## config.mk

```make
export PLATFORM = sky130hd
export DESIGN_NAME = base64_line_decoder
export DESIGN_NICKNAME = d
export VERILOG_FILES = /design/src/hdl/b64ld_pkg.sv /design/src/hdl/b64ld_step.sv /design/src/hdl/b64ld_resbuf.sv /design/src/hdl/base64_line_decoder.sv
export SDC_FILE = /design/constraint.sdc
export NUM_CORES = 1
export LEC_CHECK = 0
export ABC_AREA = 1
export BUFFER_PORTS_ARGS = -buffer_cell sky130_fd_sc_hd__clkbuf_2
export CORE_MARGIN = 2
export CORE_UTILIZATION = 35
export CTS_CLUSTER_DIAMETER = 30
export DETAILED_ROUTE_END_ITERATION = 10
export PLACE_DENSITY_LB_ADDON = 0.15
export SYNTH_ARGS = -nofsm -noshare
export SYNTH_HDL_FRONTEND = slang
export SYNTH_SLANG_ARGS = --single-unit
```

## constraint.sdc

```tcl
create_clock -name clk -period 9.8 [get_ports clk]
set_input_delay 1.47 -clock clk [delete_from_list [all_inputs] [get_ports clk]]
set_output_delay 1.47 -clock clk [all_outputs]
set_load 0.01 [all_outputs]
```

## src/hdl/b64ld_pkg.sv

```systemverilog
// shared types, codes and the alphabet lookup for the base64 line decoder
`default_nettype none
package b64ld_pkg;

  localparam int unsigned COUNT_BITS_DEF = 16;
  localparam int unsigned MAX_RES = 3;

  // result kinds
  localparam logic [1:0] KIND_DATA   = 2'd0;
  localparam logic [1:0] KIND_END    = 2'd1;
  localparam logic [1:0] KIND_REJECT = 2'd2;

  // special characters and lookup marker
  localparam logic [6:0] BAD_SEXTET = 7'd127;
  localparam logic [7:0] PAD_CHAR   = 8'h3D;
  localparam logic [7:0] CR_CHAR    = 8'h0D;
  localparam logic [7:0] LF_CHAR    = 8'h0A;

  // one group of up to three results caused by one character
  typedef struct packed {
    logic [1:0]        num;
    logic [1:0]        kind;
    logic [2:0][7:0]   bytes;
    logic [2:0][15:0]  counts;
  } grp_t;

  // alphabet character to sextet, BAD_SEXTET for anything else
  function automatic logic [6:0] sextet_of(input logic [7:0] c);
    logic [7:0] v;
    v = 8'd0;
    if (c >= 8'h41 && c <= 8'h5A) begin
      v = c - 8'h41;
    end else if (c >= 8'h61 && c <= 8'h7A) begin
      v = c - 8'h61 + 8'd26;
    end else if (c >= 8'h30 && c <= 8'h39) begin
      v = c - 8'h30 + 8'd52;
    end else if (c == 8'h2B) begin
      v = 8'd62;
    end else if (c == 8'h2F) begin
      v = 8'd63;
    end else begin
      v = {1'b0, BAD_SEXTET};
    end
    return v[6:0];
  endfunction

endpackage
`default_nettype wire

```

## src/hdl/b64ld_step.sv

```systemverilog
// line state and per-character decode into a result group
`default_nettype none
module b64ld_step #(
  parameter int unsigned COUNT_BITS = 16
) (
  input  wire logic          clk,
  input  wire logic          rst_n,
  input  wire logic          advance,
  input  wire logic [7:0]    char_in,
  output b64ld_pkg::grp_t    grp
);
  import b64ld_pkg::*;

  // phase codes
  localparam logic [2:0] PH_START    = 3'd0;
  localparam logic [2:0] PH_POS1     = 3'd1;
  localparam logic [2:0] PH_POS2     = 3'd2;
  localparam logic [2:0] PH_POS3     = 3'd3;
  localparam logic [2:0] PH_TAIL     = 3'd4;
  localparam logic [2:0] PH_TAIL_CR  = 3'd5;
  localparam logic [2:0] PH_START_CR = 3'd6;

  localparam logic [COUNT_BITS-1:0] CNT_ONE = {{(COUNT_BITS-1){1'b0}}, 1'b1};

  logic [2:0]            phase_r, phase_nxt;
  logic [5:0]            s0_r, s0_nxt, s1_r, s1_nxt, s2_r, s2_nxt;
  logic                  tp_r, tp_nxt;
  logic                  disc_r, disc_nxt;
  logic [COUNT_BITS-1:0] cnt_r, cnt_nxt;
  logic [COUNT_BITS-1:0] cnt_a, cnt_b, cnt_c;
  logic [6:0]            s;
  logic                  bad, pad, is_lf, is_cr;
  logic                  do_reject, do_finish;

  function automatic logic [15:0] shown(input logic [COUNT_BITS-1:0] v);
    logic [31:0] w;
    w = 32'(v);
    return (w > 32'h0000_FFFF) ? 16'hFFFF : w[15:0];
  endfunction

  // character classes
  assign s     = sextet_of(char_in);
  assign bad   = (s == BAD_SEXTET);
  assign pad   = (char_in == PAD_CHAR);
  assign is_lf = (char_in == LF_CHAR);
  assign is_cr = (char_in == CR_CHAR);

  // saturating counts after one, two and three data bytes
  assign cnt_a = (cnt_r == '1) ? cnt_r : cnt_r + CNT_ONE;
  assign cnt_b = (cnt_a == '1) ? cnt_a : cnt_a + CNT_ONE;
  assign cnt_c = (cnt_b == '1) ? cnt_b : cnt_b + CNT_ONE;

  // decode one character
  always_comb begin
    phase_nxt  = phase_r;
    s0_nxt     = s0_r;
    s1_nxt     = s1_r;
    s2_nxt     = s2_r;
    tp_nxt     = tp_r;
    disc_nxt   = disc_r;
    cnt_nxt    = cnt_r;
    do_reject  = 1'b0;
    do_finish  = 1'b0;
    grp.num    = 2'd0;
    grp.kind   = KIND_DATA;
    grp.bytes  = '0;
    grp.counts = '0;
    grp.bytes[0]  = {s0_r, s1_r[5:4]};
    grp.bytes[1]  = {s1_r[3:0], s2_r[5:2]};
    grp.bytes[2]  = {s2_r[1:0], s[5:0]};
    grp.counts[0] = shown(cnt_a);
    grp.counts[1] = shown(cnt_b);
    grp.counts[2] = shown(cnt_c);
    if (disc_r) begin
      if (is_lf) begin
        disc_nxt  = 1'b0;
        phase_nxt = PH_START;
        tp_nxt    = 1'b0;
        cnt_nxt   = '0;
      end
    end else begin
      case (phase_r)
        PH_POS1: begin
          if (bad) begin
            do_reject = 1'b1;
          end else begin
            s1_nxt    = s[5:0];
            phase_nxt = PH_POS2;
          end
        end
        PH_POS2: begin
          if (pad) begin
            tp_nxt    = 1'b1;
            s2_nxt    = 6'd0;
            phase_nxt = PH_POS3;
          end else if (bad) begin
            do_reject = 1'b1;
          end else begin
            tp_nxt    = 1'b0;
            s2_nxt    = s[5:0];
            phase_nxt = PH_POS3;
          end
        end
        PH_POS3: begin
          if ((!pad && bad) || (tp_r && !pad)) begin
            do_reject = 1'b1;
          end else if (tp_r) begin
            grp.num   = 2'd1;
            cnt_nxt   = cnt_a;
            phase_nxt = PH_TAIL;
          end else if (pad) begin
            grp.num   = 2'd2;
            cnt_nxt   = cnt_b;
            phase_nxt = PH_TAIL;
          end else begin
            grp.num   = 2'd3;
            cnt_nxt   = cnt_c;
            phase_nxt = PH_START;
            tp_nxt    = 1'b0;
          end
        end
        PH_TAIL: begin
          if (is_lf) begin
            do_finish = 1'b1;
          end else if (is_cr) begin
            phase_nxt = PH_TAIL_CR;
          end else begin
            do_reject = 1'b1;
          end
        end
        PH_TAIL_CR, PH_START_CR: begin
          if (is_lf) begin
            do_finish = 1'b1;
          end else begin
            do_reject = 1'b1;
          end
        end
        default: begin
          if (is_lf) begin
            do_finish = 1'b1;
          end else if (is_cr) begin
            phase_nxt = PH_START_CR;
          end else if (bad) begin
            do_reject = 1'b1;
          end else begin
            s0_nxt    = s[5:0];
            tp_nxt    = 1'b0;
            phase_nxt = PH_POS1;
          end
        end
      endcase
      // line end or rejection starts a new line
      if (do_reject || do_finish) begin
        grp.num   = 2'd1;
        grp.kind  = do_reject ? KIND_REJECT : KIND_END;
        grp.bytes = '0;
        grp.counts[0] = do_reject ? 16'd0 : shown(cnt_r);
        phase_nxt = PH_START;
        tp_nxt    = 1'b0;
        cnt_nxt   = '0;
        disc_nxt  = do_reject && !is_lf;
      end
    end
  end

  // line state registers
  always_ff @(posedge clk) begin
    if (!rst_n) begin
      phase_r <= PH_START;
      tp_r    <= 1'b0;
      disc_r  <= 1'b0;
      cnt_r   <= '0;
    end else if (advance) begin
      phase_r <= phase_nxt;
      tp_r    <= tp_nxt;
      disc_r  <= disc_nxt;
      cnt_r   <= cnt_nxt;
    end
  end

  // sextet store, no reset
  always_ff @(posedge clk) begin
    if (advance) begin
      s0_r <= s0_nxt;
      s1_r <= s1_nxt;
      s2_r <= s2_nxt;
    end
  end

endmodule
`default_nettype wire

```

## src/hdl/b64ld_resbuf.sv

```systemverilog
// result group register that hands out one result per transfer
`default_nettype none
module b64ld_resbuf (
  input  wire logic           clk,
  input  wire logic           rst_n,
  input  wire logic           load,
  input  wire b64ld_pkg::grp_t grp,
  output logic                free,
  output logic                out_valid,
  input  wire logic           out_ready,
  output logic [1:0]          out_result_kind,
  output logic [7:0]          out_data_byte,
  output logic [15:0]         out_byte_count,
  output logic                out_last_of_run
);
  import b64ld_pkg::*;

  grp_t       grp_r;
  logic       vld_r, vld_nxt;
  logic [1:0] idx_r, idx_nxt;
  logic       last, xfer;

  // output view of the current slot
  assign last            = (idx_r == grp_r.num - 2'd1);
  assign xfer            = vld_r && out_ready;
  assign free            = !vld_r || (xfer && last);
  assign out_valid       = vld_r;
  assign out_result_kind = grp_r.kind;
  assign out_data_byte   = grp_r.bytes[idx_r];
  assign out_byte_count  = grp_r.counts[idx_r];
  assign out_last_of_run = last;

  // slot sequencing
  always_comb begin
    vld_nxt = vld_r;
    idx_nxt = idx_r;
    if (xfer) begin
      if (last) begin
        vld_nxt = 1'b0;
        idx_nxt = 2'd0;
      end else begin
        idx_nxt = idx_r + 2'd1;
      end
    end
    if (load && grp.num != 2'd0) begin
      vld_nxt = 1'b1;
      idx_nxt = 2'd0;
    end
  end

  always_ff @(posedge clk) begin
    if (!rst_n) begin
      vld_r <= 1'b0;
      idx_r <= 2'd0;
    end else begin
      vld_r <= vld_nxt;
      idx_r <= idx_nxt;
    end
  end

  // group payload, no reset
  always_ff @(posedge clk) begin
    if (load && grp.num != 2'd0) begin
      grp_r <= grp;
    end
  end

endmodule
`default_nettype wire

```

## src/hdl/base64_line_decoder.sv

```systemverilog
// base64 line decoder: one character per transfer in, decoded bytes and line status out
// a character's first result is loaded into the result register after the character
//   has passed the input register, once the result register is free to take its group
// throughput: 1 character per cycle while the result register is free; a character
//   that completes a group holds it for 1 to 3 results, one result per output transfer
// reset: synchronous active low, clears line phase, byte count, discard flag and valids
// the sextet store is not reset; every entry is written within a group before use
`default_nettype none
module base64_line_decoder #(
  parameter int unsigned COUNT_BITS = b64ld_pkg::COUNT_BITS_DEF
) (
  input  wire logic        clk,
  input  wire logic        rst_n,
  input  wire logic        in_valid,
  output logic             in_ready,
  input  wire logic [7:0]  in_char_in,
  output logic             out_valid,
  input  wire logic        out_ready,
  output logic [1:0]       out_result_kind,
  output logic [7:0]       out_data_byte,
  output logic [15:0]      out_byte_count,
  output logic             out_last_of_run
);
  import b64ld_pkg::*;

  logic       in_vld_r, in_vld_nxt;
  logic [7:0] in_char_r;
  logic       free, advance;
  grp_t       grp;

  // input register moves on when the result register can take its group
  assign advance  = in_vld_r && free;
  assign in_ready = !in_vld_r || advance;

  always_comb begin
    in_vld_nxt = in_vld_r;
    if (advance) begin
      in_vld_nxt = 1'b0;
    end
    if (in_valid && in_ready) begin
      in_vld_nxt = 1'b1;
    end
  end

  always_ff @(posedge clk) begin
    if (!rst_n) begin
      in_vld_r <= 1'b0;
    end else begin
      in_vld_r <= in_vld_nxt;
    end
  end

  always_ff @(posedge clk) begin
    if (in_valid && in_ready) begin
      in_char_r <= in_char_in;
    end
  end

  // decode and line state
  b64ld_step #(
    .COUNT_BITS(COUNT_BITS)
  ) u_step (
    .clk     (clk),
    .rst_n   (rst_n),
    .advance (advance),
    .char_in (in_char_r),
    .grp     (grp)
  );

  // result group serializer
  b64ld_resbuf u_resbuf (
    .clk             (clk),
    .rst_n           (rst_n),
    .load            (advance),
    .grp             (grp),
    .free            (free),
    .out_valid       (out_valid),
    .out_ready       (out_ready),
    .out_result_kind (out_result_kind),
    .out_data_byte   (out_data_byte),
    .out_byte_count  (out_byte_count),
    .out_last_of_run (out_last_of_run)
  );

endmodule
`default_nettype wire

```

==> metrics.csv <==
metric;value;unit
status;finished clean;
setup_viol;0;
drtPass1Iterations;5;
synth_mux_area_share;0;%
p_leak;3.742;nW
finalPower;0.001619;W
ys_ff_latch;127;
path_cells;inv_1 > ha_1 > nand2_1 > nand2_1 > nand3_1 > nand2_1 > nand2_1 > a21oi_1 > nand2_1 > nor2_1 > nand4_1 > nand4_2 > nand2_1 > inv_2 > o22ai_1;
cts_made_buffers;17;
power_density;179.3;nW/µm²
gr-total-overflow;0;
gp_congestion;0.9544;
synth_nets;1056;
critPathLaunchType;flop;
die_width;155.4;µm
yosys_warnings;0;
wl;23160;µm
ys_async_sr_fraction;0;%
clk_pin_slew_worst_paths;0.07;ns
cts_setup_buffers;0;
viasPerCell;5.224;
ys_dominant_reg_cell;edfxtp_1;
synth_top_family_by_area;simple AND/OR/NAND/NOR gates;
crit_top_cell;nand2_1;
groute.usage.overall;19.78;%
p_int;0.001078;W
cts_tree;built;
synthSimpleGateAreaFrac;34.40;%
crit_arrival;4.56;ns
ff2ff_setup_slack;5.37;ns
die_y;155.4;µm
die-area;24140;µm²
drtAntennaViolNets;0;
pre_cts_slack;5.419;ns
regArea;3565;µm²
num_antenna_cells;0;
synth-xor-area-share;1.966;%
drive_above_1_share;13.46;%
ys_seq_area_share;44.43;%
grt_first_pass_wirelength;37150;µm
clock_skew;0.01332;ns
min_to;u_step.cnt_r[15];
path_max_fanout;37;
ir_drop;123.8;µV
portBuffers;40;
avgRoutedWirePerCell;17.09;µm
dr_total_vias;7078;
final_nets;1082;
htreeDepth;4;
multi_input_area;3844;µm²
switching_share;33.41;%
min_from;u_step.cnt_r[15];
holdPathStages;2;
clock.fmax;225.7;MHz
final_cell_mix;nand2_1, nor2_1, nand3_1;
post_cts_resized;0;
sequentialPowerShare;41.4;%
slew_headroom;29.33;%
finalCriticalPeriod;4.431;ns
holdBufCountCts;0;
final-hold-violation-count;0;
rr_worst_depth;15;
max_cap_violations;0;
cpMaxStageDelayCell;inv_2;
rsz0062_at_grt;false;
finalMaxSlewViolations;0;
ios;41;
stdcell_count;1355;
crit_required;9.93;ns
final_common_cell;nand2_1;
p_switching;0.0005410;W
worst_pin_slew;1.058;ns
fillerInstances;2317;
setup_slack;5.369;ns
hold_ws;0.5041;ns
worstSkewPairLatency;0.43;ns
comb_power_share;19.6;%
synthCells;1031;
drt_iter0_drc;589;
syn2layout_area_growth;12.56;%
grt_max_degree;77;
synth_compound_area_share;9.454;%
hold_class;reg2reg;
synthAdderAreaFrac;2.028;%
initial_core_util;35.53;%
syn_area;8020;µm²
p_clk_share;39.1;%
endpoint_kind;flop;
cts_root_buffer;clkbuf_16;
critPathMaxStageDelay;0.60;ns
dp_hpwl;16950;µm
grt_pass1_vias;6616;
max-clock-path-buffers;2;
rows;55;
cts_sinks;127;
core;22570;µm²
synth_edf_count;102;
fin_crit_sh;45.22;%
ys_types;42;
reg2reg_from;in_char_r[2];
setup_tns;0;ns
worstReg2RegEnd;u_resbuf.grp_r[5];
drc;0;
dp_cells;1323;
antenna_found_initial;0;
critical_path_class;reg2reg;
synth_area_per_cell;7.779;µm²
[critical path: cells and delay by family, from the launching register on]
kind            cells  cell delay [ns]
simple gates       10             2.09
fa+ha+maj           1             0.19
buf+inv             2             0.82
flops               1             0.55
compound gates      2             0.47
[metal layers]
layer	routed length, µm	up-vias	GRT usage [%]
li1	-	3516	-
met4	335	0	6.073
met1	11480	3298	29.44
met5	0	-	0
met3	1568	26	3.928
met2	9778	238	28.85
[state kept, by name (all words and copies together), names as in the netlist]
name / flops
in_char_r: 8
in_vld_r: 1
u_resbuf.grp_r: 74
u_resbuf.idx_r: 2
u_resbuf.out_result_kind: 2
u_resbuf.out_valid: 1
u_step.cnt_r: 16
u_step.disc_r: 1
u_step.phase_r: 3
u_step.s0_r: 6
u_step.s1_r: 6
u_step.s2_r: 6
u_step.tp_r: 1
[through the flow]
step | utilization (%) | instance area [µm²]
5_1_grt | 39.99 | 9027
3_3_place_gp | 37.34 | 8428
6_report | 39.99 | 9027
3_5_place_dp | 37.34 | 8428
4_1_cts | 39.99 | 9027
2_1_floorplan | - | 8020
[synthesized netlist by cell type, types with 6 or more instances]
library cell	number	share of area, %
nor2_2	9	0.70
nand2_2	23	1.8
nor2_4	7	0.98
nand2_4	10	1.4
clkbuf_1	20	0.94
nand3_2	6	0.75
nor2_1	162	7.6
a21oi_1	30	1.9
o21ai_0	26	1.6
ha_1	13	2.0
buf_2	8	0.50
inv_1	107	5.0
o31ai_1	24	2.2
nor3_1	12	0.75
edfxtp_1	102	38
xnor2_1	7	0.76
nand3_1	111	6.9
nand2_1	221	10
xor2_1	11	1.2
dfxtp_1	25	6.2
o22ai_1	29	2.3
o21ai_1	6	0.37
nand4_1	23	1.8
[power by group through the flow]
stage / sequential, W / combinational (W) / clock (W)
2_1_floorplan: 0.000672 / 0.000226 / 0
3_3_place_gp: 0.000682 / 0.000320 / 0
3_5_place_dp: 0.000681 / 0.000314 / 0
4_1_cts: 0.000670 / 0.000315 / 0.000643
5_1_grt: 0.000675 / 0.000353 / 0.000665
6_report: 0.000670 / 0.000317 / 0.000633
[cell families after synthesis]
kind of cell	Yosys count
AND/OR/NAND/NOR	594
buffers and inverters	152
AO/OA/AOI/OAI	127
flip-flops	127
XOR/XNOR	18
adder cells (fa/ha/maj)	13
[how the worst max path moves through the flow]
stage          slack (ns)  cells past startpoint            start           endpoint
2_1_floorplan        5.47                     17     in_char_r[2]  u_resbuf.grp_r[0]
3_3_place_gp         5.45                     17     in_char_r[0]  u_resbuf.grp_r[8]
3_5_place_dp         5.42                     15     in_char_r[2]  u_resbuf.grp_r[1]
4_1_cts              5.40                     15     in_char_r[2]  u_resbuf.grp_r[1]
5_1_grt              4.97                     23  u_step.cnt_r[0]    u_step.cnt_r[1]
6_report             5.37                     15     in_char_r[2]  u_resbuf.grp_r[5]
[area by class of cell]
class                   instances  share of cell area [%]
clock buffers                  17                   4.712
clock inverters                15                   1.927
inverters                     115                   4.796
multi-input cells             752                   42.58
flip-flops and latches        127                   39.49
well taps                     285                   3.950
repair buffers                 44                   2.550
No activity file was read; power rests on OpenSTA's default activity.
